File: config.mk
export PLATFORM = sky130hd
export DESIGN_NAME = cycle_time_average_monitor
export DESIGN_NICKNAME = d
export VERILOG_FILES = /design/src/sv/ctam_pkg.sv /design/src/sv/ctam_ram.sv /design/src/sv/ctam_div.sv /design/src/sv/cycle_time_average_monitor.sv
export SDC_FILE = /design/constraint.sdc
export NUM_CORES = 1
export LEC_CHECK = 0
export BUFFER_PORTS_ARGS = -buffer_cell sky130_fd_sc_hd__buf_4
export CORE_AREA = 5 5 280 282
export CTS_CLUSTER_SIZE = 25
export DETAILED_ROUTE_END_ITERATION = 10
export DIE_AREA = 0 0 285 287
export GPL_TIMING_DRIVEN = 0
export PLACE_DENSITY = 0.67
export SYNTH_ARGS = -nofsm -noshare
export SYNTH_HDL_FRONTEND = slang
export SYNTH_SLANG_ARGS = --single-unit
File: constraint.sdc
create_clock -name clk -period 8.8 [get_ports clk]
set_clock_uncertainty 0.15 [all_clocks]
set_input_delay 1.76 -clock clk [delete_from_list [all_inputs] [get_ports clk]]
set_output_delay 1.76 -clock clk [all_outputs]
set_load 0.01 [all_outputs]
File: src/sv/ctam_pkg.sv
// ----------------------------------------------------------------------------
// Cycle time average monitor: package
// Widths, command codes, register indexes and default sizes.
// ----------------------------------------------------------------------------
package ctam_pkg;

  localparam int unsigned TIME_W    = 32;
  localparam int unsigned CFG_W     = 20;
  localparam int unsigned IVL_W     = CFG_W + 2;
  localparam int unsigned CMD_W     = 2;
  localparam int unsigned CFG_IDX_W = 1;

  localparam int unsigned MAX_ENTRIES_DEF = 21;
  localparam int unsigned MIN_ENTRIES     = 10;

  localparam logic [CMD_W-1:0] CMD_START    = 2'd0;
  localparam logic [CMD_W-1:0] CMD_DONE     = 2'd1;
  localparam logic [CMD_W-1:0] CMD_ERR_LINE = 2'd2;

  localparam logic [CFG_IDX_W-1:0] CFG_CYCLE_TIME = 1'd0;
  localparam logic [CFG_IDX_W-1:0] CFG_ERROR_TIME = 1'd1;

endpackage

File: src/sv/ctam_ram.sv
// ----------------------------------------------------------------------------
// Cycle time average monitor: generic RAM
// One write port, one read port, registered read data.
// ----------------------------------------------------------------------------
module ctam_ram #(
  parameter int unsigned WIDTH = 8,
  parameter int unsigned DEPTH = 4
) (
  input  logic                     clk,
  input  logic                     wr_en,
  input  logic [$clog2(DEPTH)-1:0] wr_addr,
  input  logic [WIDTH-1:0]         wr_data,
  input  logic                     rd_en,
  input  logic [$clog2(DEPTH)-1:0] rd_addr,
  output logic [WIDTH-1:0]         rd_data
);

  logic [WIDTH-1:0] mem [DEPTH];
  logic [WIDTH-1:0] rd_data_r;

  always_ff @(posedge clk) begin
    if (wr_en) begin
      mem[wr_addr] <= wr_data;
    end
    if (rd_en) begin
      rd_data_r <= mem[rd_addr];
    end
  end

  assign rd_data = rd_data_r;

endmodule

File: src/sv/ctam_div.sv
// ----------------------------------------------------------------------------
// Cycle time average monitor: serial divider
// Restoring unsigned divide, one quotient bit per cycle.
// ----------------------------------------------------------------------------
module ctam_div #(
  parameter int unsigned DVD_W = 27,
  parameter int unsigned DVS_W = 5
) (
  input  logic             clk,
  input  logic             rst_n,
  input  logic             start,
  input  logic [DVD_W-1:0] dividend,
  input  logic [DVS_W-1:0] divisor,
  output logic             done,
  output logic [DVD_W-1:0] quotient
);

  localparam int unsigned STEP_W = $clog2(DVD_W + 1);

  logic              busy_r, busy_nxt;
  logic              done_r, done_nxt;
  logic [STEP_W-1:0] step_r, step_nxt;
  logic [DVS_W-1:0]  rem_r, rem_nxt;
  logic [DVD_W-1:0]  quo_r, quo_nxt;
  logic [DVS_W-1:0]  dvs_r, dvs_nxt;
  logic [DVS_W:0]    shifted;
  logic [DVS_W:0]    diff;
  logic              q_bit;

  always_comb begin
    shifted  = {rem_r, quo_r[DVD_W-1]};
    q_bit    = (shifted >= {1'b0, dvs_r});
    diff     = shifted - {1'b0, dvs_r};
    busy_nxt = busy_r;
    done_nxt = 1'b0;
    step_nxt = step_r;
    rem_nxt  = rem_r;
    quo_nxt  = quo_r;
    dvs_nxt  = dvs_r;
    if (start) begin
      busy_nxt = 1'b1;
      step_nxt = STEP_W'(DVD_W);
      rem_nxt  = '0;
      quo_nxt  = dividend;
      dvs_nxt  = divisor;
    end else if (busy_r) begin
      rem_nxt  = q_bit ? diff[DVS_W-1:0] : shifted[DVS_W-1:0];
      quo_nxt  = {quo_r[DVD_W-2:0], q_bit};
      step_nxt = step_r - 1'b1;
      if (step_r == STEP_W'(1)) begin
        busy_nxt = 1'b0;
        done_nxt = 1'b1;
      end
    end
  end

  always_ff @(posedge clk) begin
    if (!rst_n) begin
      busy_r <= 1'b0;
      done_r <= 1'b0;
      step_r <= '0;
    end else begin
      busy_r <= busy_nxt;
      done_r <= done_nxt;
      step_r <= step_nxt;
    end
    rem_r <= rem_nxt;
    quo_r <= quo_nxt;
    dvs_r <= dvs_nxt;
  end

  assign done     = done_r;
  assign quotient = quo_r;

endmodule

File: src/sv/cycle_time_average_monitor.sv
// ----------------------------------------------------------------------------
// Cycle time average monitor
// Moving average of machine cycle intervals with a sticky threshold flag.
// ----------------------------------------------------------------------------
// Each request (start, cycle done, error-line change or unused code)
// produces exactly one result. A request passes from acceptance through the
// ring read, the update and write-back, the serial divider that forms the
// average one sum bit at a time, and the load of the result register. The
// next request is taken once the previous one has reached the result
// register, even while that result still waits for out_ready. The interval
// history lives in a MAX_ENTRIES deep RAM used as a ring; only held entries
// are used, so it needs no clearing after reset.
// ----------------------------------------------------------------------------
module cycle_time_average_monitor #(
  parameter int unsigned MAX_ENTRIES = ctam_pkg::MAX_ENTRIES_DEF
) (
  input  logic                           clk,
  input  logic                           rst_n,
  input  logic                           cfg_valid,
  output logic                           cfg_ready,
  input  logic [ctam_pkg::CFG_IDX_W-1:0] cfg_index,
  input  logic [ctam_pkg::CFG_W-1:0]     cfg_data,
  input  logic                           in_valid,
  output logic                           in_ready,
  input  logic [ctam_pkg::CMD_W-1:0]     in_cmd,
  input  logic [ctam_pkg::TIME_W-1:0]    in_now_ms,
  input  logic                           in_error_level,
  output logic                           out_valid,
  input  logic                           out_ready,
  output logic                           out_interval_accepted,
  output logic                           out_average_valid,
  output logic [ctam_pkg::IVL_W-1:0]     out_average_ms,
  output logic                           out_error_flag
);

  localparam int unsigned IDX_W = $clog2(MAX_ENTRIES);
  localparam int unsigned CNT_W = $clog2(MAX_ENTRIES + 1);
  localparam int unsigned SUM_W = ctam_pkg::IVL_W + CNT_W;
  localparam int unsigned IVL_W = ctam_pkg::IVL_W;
  localparam int unsigned TIME_W = ctam_pkg::TIME_W;

  localparam logic [1:0] ST_IDLE = 2'd0;
  localparam logic [1:0] ST_UPD  = 2'd1;
  localparam logic [1:0] ST_DIV  = 2'd2;
  localparam logic [1:0] ST_RES  = 2'd3;

  logic [1:0]                     state_r, state_nxt;
  logic [ctam_pkg::CFG_W-1:0]     cyc_time_r, err_time_r;
  logic [ctam_pkg::CMD_W-1:0]     cmd_r;
  logic [TIME_W-1:0]              now_r;
  logic                           level_r;
  logic [TIME_W-1:0]              last_r, last_nxt;
  logic [CNT_W-1:0]               cnt_r, cnt_nxt;
  logic [IDX_W-1:0]               oldest_r, oldest_nxt;
  logic [SUM_W-1:0]               sum_r, sum_nxt;
  logic                           latch_r, latch_nxt;
  logic                           acc_r, acc_nxt;
  logic                           res_avg_vld_r, res_avg_vld_nxt;
  logic [IVL_W-1:0]               res_avg_r, res_avg_nxt;

  logic                           out_valid_r;
  logic                           out_acc_r;
  logic                           out_avg_vld_r;
  logic [IVL_W-1:0]               out_avg_r;
  logic                           out_err_r;
  logic                           out_load;

  logic [TIME_W-1:0]              diff;
  logic [IVL_W-1:0]               limit;
  logic                           take;
  logic                           full;
  logic [CNT_W:0]                 wr_pos;
  logic [IDX_W:0]                 oldest_inc;
  logic                           ram_we;
  logic [IDX_W-1:0]               ram_waddr;
  logic [IVL_W-1:0]               ram_rdata;
  logic                           div_start;
  logic                           div_done;
  logic [SUM_W-1:0]               div_quo;
  logic                           avg_vld;

  ctam_ram #(
    .WIDTH (IVL_W),
    .DEPTH (MAX_ENTRIES)
  ) u_ring (
    .clk     (clk),
    .wr_en   (ram_we),
    .wr_addr (ram_waddr),
    .wr_data (diff[IVL_W-1:0]),
    .rd_en   (in_valid && in_ready),
    .rd_addr (oldest_r),
    .rd_data (ram_rdata)
  );

  ctam_div #(
    .DVD_W (SUM_W),
    .DVS_W (CNT_W)
  ) u_div (
    .clk      (clk),
    .rst_n    (rst_n),
    .start    (div_start),
    .dividend (sum_nxt),
    .divisor  (cnt_nxt),
    .done     (div_done),
    .quotient (div_quo)
  );

  assign cfg_ready = 1'b1;
  assign in_ready  = (state_r == ST_IDLE);
  assign out_load  = (state_r == ST_RES) && (!out_valid_r || out_ready);

  always_comb begin
    diff       = now_r - last_r;
    limit      = {2'b00, cyc_time_r} + {1'b0, cyc_time_r, 1'b0};
    take       = (cmd_r == ctam_pkg::CMD_DONE) && (diff < TIME_W'(limit));
    full       = (cnt_r == CNT_W'(MAX_ENTRIES));
    wr_pos     = (CNT_W+1)'(oldest_r) + (CNT_W+1)'(cnt_r);
    if (wr_pos >= (CNT_W+1)'(MAX_ENTRIES)) begin
      wr_pos = wr_pos - (CNT_W+1)'(MAX_ENTRIES);
    end
    oldest_inc = (IDX_W+1)'(oldest_r) + 1'b1;
    if (oldest_inc == (IDX_W+1)'(MAX_ENTRIES)) begin
      oldest_inc = '0;
    end
    ram_waddr  = full ? oldest_r : wr_pos[IDX_W-1:0];
    avg_vld    = (32'(cnt_r) >= ctam_pkg::MIN_ENTRIES) && (cnt_r != '0);

    state_nxt       = state_r;
    last_nxt        = last_r;
    cnt_nxt         = cnt_r;
    oldest_nxt      = oldest_r;
    sum_nxt         = sum_r;
    latch_nxt       = latch_r;
    acc_nxt         = acc_r;
    res_avg_vld_nxt = res_avg_vld_r;
    res_avg_nxt     = res_avg_r;
    ram_we          = 1'b0;
    div_start       = 1'b0;

    case (state_r)
      ST_IDLE: begin
        if (in_valid) begin
          state_nxt = ST_UPD;
        end
      end
      ST_UPD: begin
        acc_nxt   = take;
        div_start = 1'b1;
        state_nxt = ST_DIV;
        case (cmd_r)
          ctam_pkg::CMD_START: begin
            last_nxt = now_r;
          end
          ctam_pkg::CMD_DONE: begin
            last_nxt = now_r;
            if (take) begin
              ram_we  = 1'b1;
              sum_nxt = sum_r + SUM_W'(diff[IVL_W-1:0])
                        - (full ? SUM_W'(ram_rdata) : SUM_W'(0));
              if (full) begin
                oldest_nxt = oldest_inc[IDX_W-1:0];
              end else begin
                cnt_nxt = cnt_r + 1'b1;
              end
            end
          end
          ctam_pkg::CMD_ERR_LINE: begin
            latch_nxt = level_r;
            if (!level_r) begin
              cnt_nxt    = '0;
              oldest_nxt = '0;
              sum_nxt    = '0;
            end
          end
          default: begin
          end
        endcase
      end
      ST_DIV: begin
        if (div_done) begin
          res_avg_vld_nxt = avg_vld;
          res_avg_nxt     = avg_vld ? div_quo[IVL_W-1:0] : '0;
          if (avg_vld && (cmd_r == ctam_pkg::CMD_DONE)
              && (div_quo > SUM_W'(err_time_r))) begin
            latch_nxt = 1'b1;
          end
          state_nxt = ST_RES;
        end
      end
      ST_RES: begin
        if (out_load) begin
          state_nxt = ST_IDLE;
        end
      end
      default: begin
        state_nxt = ST_IDLE;
      end
    endcase
  end

  always_ff @(posedge clk) begin
    if (!rst_n) begin
      state_r     <= ST_IDLE;
      cyc_time_r  <= '0;
      err_time_r  <= '0;
      last_r      <= '0;
      cnt_r       <= '0;
      oldest_r    <= '0;
      sum_r       <= '0;
      latch_r     <= 1'b0;
      out_valid_r <= 1'b0;
    end else begin
      state_r  <= state_nxt;
      last_r   <= last_nxt;
      cnt_r    <= cnt_nxt;
      oldest_r <= oldest_nxt;
      sum_r    <= sum_nxt;
      latch_r  <= latch_nxt;
      if (cfg_valid) begin
        case (cfg_index)
          ctam_pkg::CFG_CYCLE_TIME: cyc_time_r <= cfg_data;
          ctam_pkg::CFG_ERROR_TIME: err_time_r <= cfg_data;
          default: begin
          end
        endcase
      end
      if (out_load) begin
        out_valid_r <= 1'b1;
      end else if (out_ready) begin
        out_valid_r <= 1'b0;
      end
    end
    if (in_valid && in_ready) begin
      cmd_r   <= in_cmd;
      now_r   <= in_now_ms;
      level_r <= in_error_level;
    end
    acc_r         <= acc_nxt;
    res_avg_vld_r <= res_avg_vld_nxt;
    res_avg_r     <= res_avg_nxt;
    if (out_load) begin
      out_acc_r     <= acc_r;
      out_avg_vld_r <= res_avg_vld_r;
      out_avg_r     <= res_avg_r;
      out_err_r     <= latch_r;
    end
  end

  assign out_valid             = out_valid_r;
  assign out_interval_accepted = out_acc_r;
  assign out_average_valid     = out_avg_vld_r;
  assign out_average_ms        = out_avg_r;
  assign out_error_flag        = out_err_r;

endmodule

==> results.md <==
- Clk pwr share: 27.9%
- Main synth FF type: edfxtp_1
- Postcts setup bufs: 0
- Hold WS: 0.268 ns
- Yosys reg bits: 725
- Register area share after synthesis: 60.9%
- Initial antenna violation count: 1
- Sw Pwr: 4220 uW
- Row count: 101
- Share of layout cells above drive strength 1: 14.9%
- First-pass GRT wire length: 125000 um
- Syn Nets: 2710
- Synth Warn #: 0
- Hold buffer count at CTS: 0
- Most common cell after layout, fill and taps aside: edfxtp_1
- DR WL/cell: 22.3 um
- Number of synthesized flops with an enable pin: 600
- Worst setup path category: register to register
- Fmax achieved: 122 MHz
- Syn_area_per_cell: 13.6 um2
- Die Footprint: 81800 um2
- Cell repeated most along the worst path: a21oi_1
- MaxCap Viol Count: 0
- Drc violations: 0
- Sequential share of power: 38.7%
- Crit end category: register
- Setup total negative slack: 0 ns
- Htree depth: 3
- CP Data Arrival Time: 8.35 ns
- Synth Cell Area: 33700 um2
- Worst VDD drop: 0.193 mV
- Final wirelength: 82400 um
- Nets@finish: 2890
- # diodes: 0
- Beginning of the critical path: now_r[1]$_DFFE_PP_
- Synth cell types: 75
- Status: finished clean
- Largest net degree at the start of global routing: 35
- Commonest cells after routing, fill and taps aside: 600 x edfxtp_1, 229 x nand2_1, 190 x a21oi_1
- Pint: 7800 uW
- Leak: 0.0133 uW
- Via/cell ratio: 5.73
- Hpwl dp: 56900 um
- Port Buf Inserts: 87
- Worst Tran Pin Value: 1.19 ns
- RSZ-0062 raised after global routing: false
- Worst setup margin: 0.623 ns
- Setup crit start kind: register
- Min Clock Period, post-route: 8.18 ns
- CTS buffer count: 78
- Top Ports: 89
- Setup violators final: 0
- Final hold vios: 0
- Cts repair resizes: 0
- Syn Inst Count: 2477
- Initial Util: 44.6%
- Worst Path Max Fanout: 22
- Area Overhead vs Synth: 14.5%
- Cell Pwr Density: 312 nW/um2
- Worst-Skew Late Latency: 0.65 ns
- Vias in the first global route: 21339
- Final Max Tran Viols: 0
- Logic pwr share: 33.4%
- Remaining global-route overflow: 0
- Yosys top cell by area: edfxtp_1
- Total Routing Usage GR: 19.9%
- DRT antenna net count: 0
- Pre-CTS setup slack: 0.661 ns
- Clk sinks: 725
- Critical Path Slowest Stage Cell: nor4_2
- Via count: 21203
- Slew headroom: 20.3%
- Global placement routability congestion: 0.921
- Iter 0 DRT Violations: 1989
- Total chip power: 12000 uW
- Share of flip-flops with an asynchronous set or reset: 0%
- Die H: 287 um
- CP required: 8.98 ns
- Clk pin slew, worst setup/hold paths: 0.06 ns
- Delay-heaviest family, CP: simple AND/OR/NAND/NOR gates
- Final period utilization: 92.9%
- Pre-antenna DRT Iters: 5
- Buf/Inv on CP: 5
- Crit Reg-Reg Startpoint: now_r[1]$_DFFE_PP_
- Largest cells by area after synthesis: edfxtp_1 53%, mux4_2 8.8%, dfxtp_1 7.4%
- R2r setup slk: 0.62 ns
- Top cell type's share of synthesized area: 53.5%
- Post-layout util: 51.1%
- Clock root cell: clkbuf_16
- Switch share: 35.1%
- Max Root-Sink Buffers: 3
- HP Start: res_avg_r[2]$_SDFFCE_PN0P_
- Placeable Area: 75400 um2
- CTS tree: yes
- Worst min path class: register to register
- Die Width: 285 um
- Critical Path Max Stage Delay: 0.74 ns
==> per-layer routing <==
layer	global-route usage, %	routed length (um)
met1	25.3	33400
met3	3.89	5240
met2	34.1	40500
met4	7.55	3260
met5	0	0
==> cell usage after synthesis (all sizes together), types with 15 or more instances <==
master and count:
a21o 41, a21oi 192, a221o 21, a22o 28, and2 35, and3 15
buf 20, clkbuf 79, dfxtp 125, edfxtp 600, fa 26, ha 146
inv 181, mux2i 27, mux4 132, nand2 229, nand2b 18, nand3 32
nor2 131, nor2b 50, nor3 26, o21a 18, o21ai 72, xnor2 40
xor2 35
==> final cells by class <==
cell class / count / area [um2]
inverters: 181 / 679
multi-input cells: 1472 / 12300
clock buffers: 98 / 2110
repair buffers: 100 / 843
clock inverters: 47 / 549
well taps: 978 / 1220
flip-flops and latches: 725 / 20500
fillers: 6226 / 36900
plain buffers: 99 / 387
==> final timing paths <==
path,depth (start not counted),endpoint
min reg2reg,0,out_average_ms[2]$_DFFE_PP_
max reg2reg,25,u_ring.mem[20][8]$_DFFE_PP_
max,25,u_ring.mem[20][8]$_DFFE_PP_
min,0,out_average_ms[2]$_DFFE_PP_
==> power groups by stage <==
stage | clock network, uW | registers (uW) | logic, uW
floorplan | 0 | 4650 | 2690
global placement | 0 | 4730 | 3730
detailed placement | 0 | 4720 | 3960
CTS | 3410 | 4650 | 3990
global route | 3560 | 4670 | 4440
finish | 3360 | 4650 | 4010
==> kinds of logic (layout without fill, tap and decap cells) <==
group,count (synthesis),in the layout,synth area share (%)
simple gates,603,603,8.56
fa+ha+maj,172,172,6.97
mux,160,160,9.66
compound gates,461,461,8.75
buf+inv,280,525,3.17
flops,725,725,60.9
other cells,1,1,0.0111
xor+xnor,75,75,1.95
==> sequential cells by signal, summed over array words and instances (netlist names), 20 cells and up <==
name	cells
u_ring.rd_data	22
u_div.quotient	27
last_r	32
sum_r	27
res_avg_r	22
now_r	32
u_ring.mem	462
out_average_ms	22
cyc_time_r	20
err_time_r	20
==> per-stage QoR <==
stage	cells	area [um2]
3_5_place_dp	3555	35900
6_report	3700	38600
4_1_cts	3700	38600
3_3_place_gp	3542	35600
2_1_floorplan	2477	33700
5_1_grt	3700	38600
Note: power is estimated with default switching activity, not from simulation.
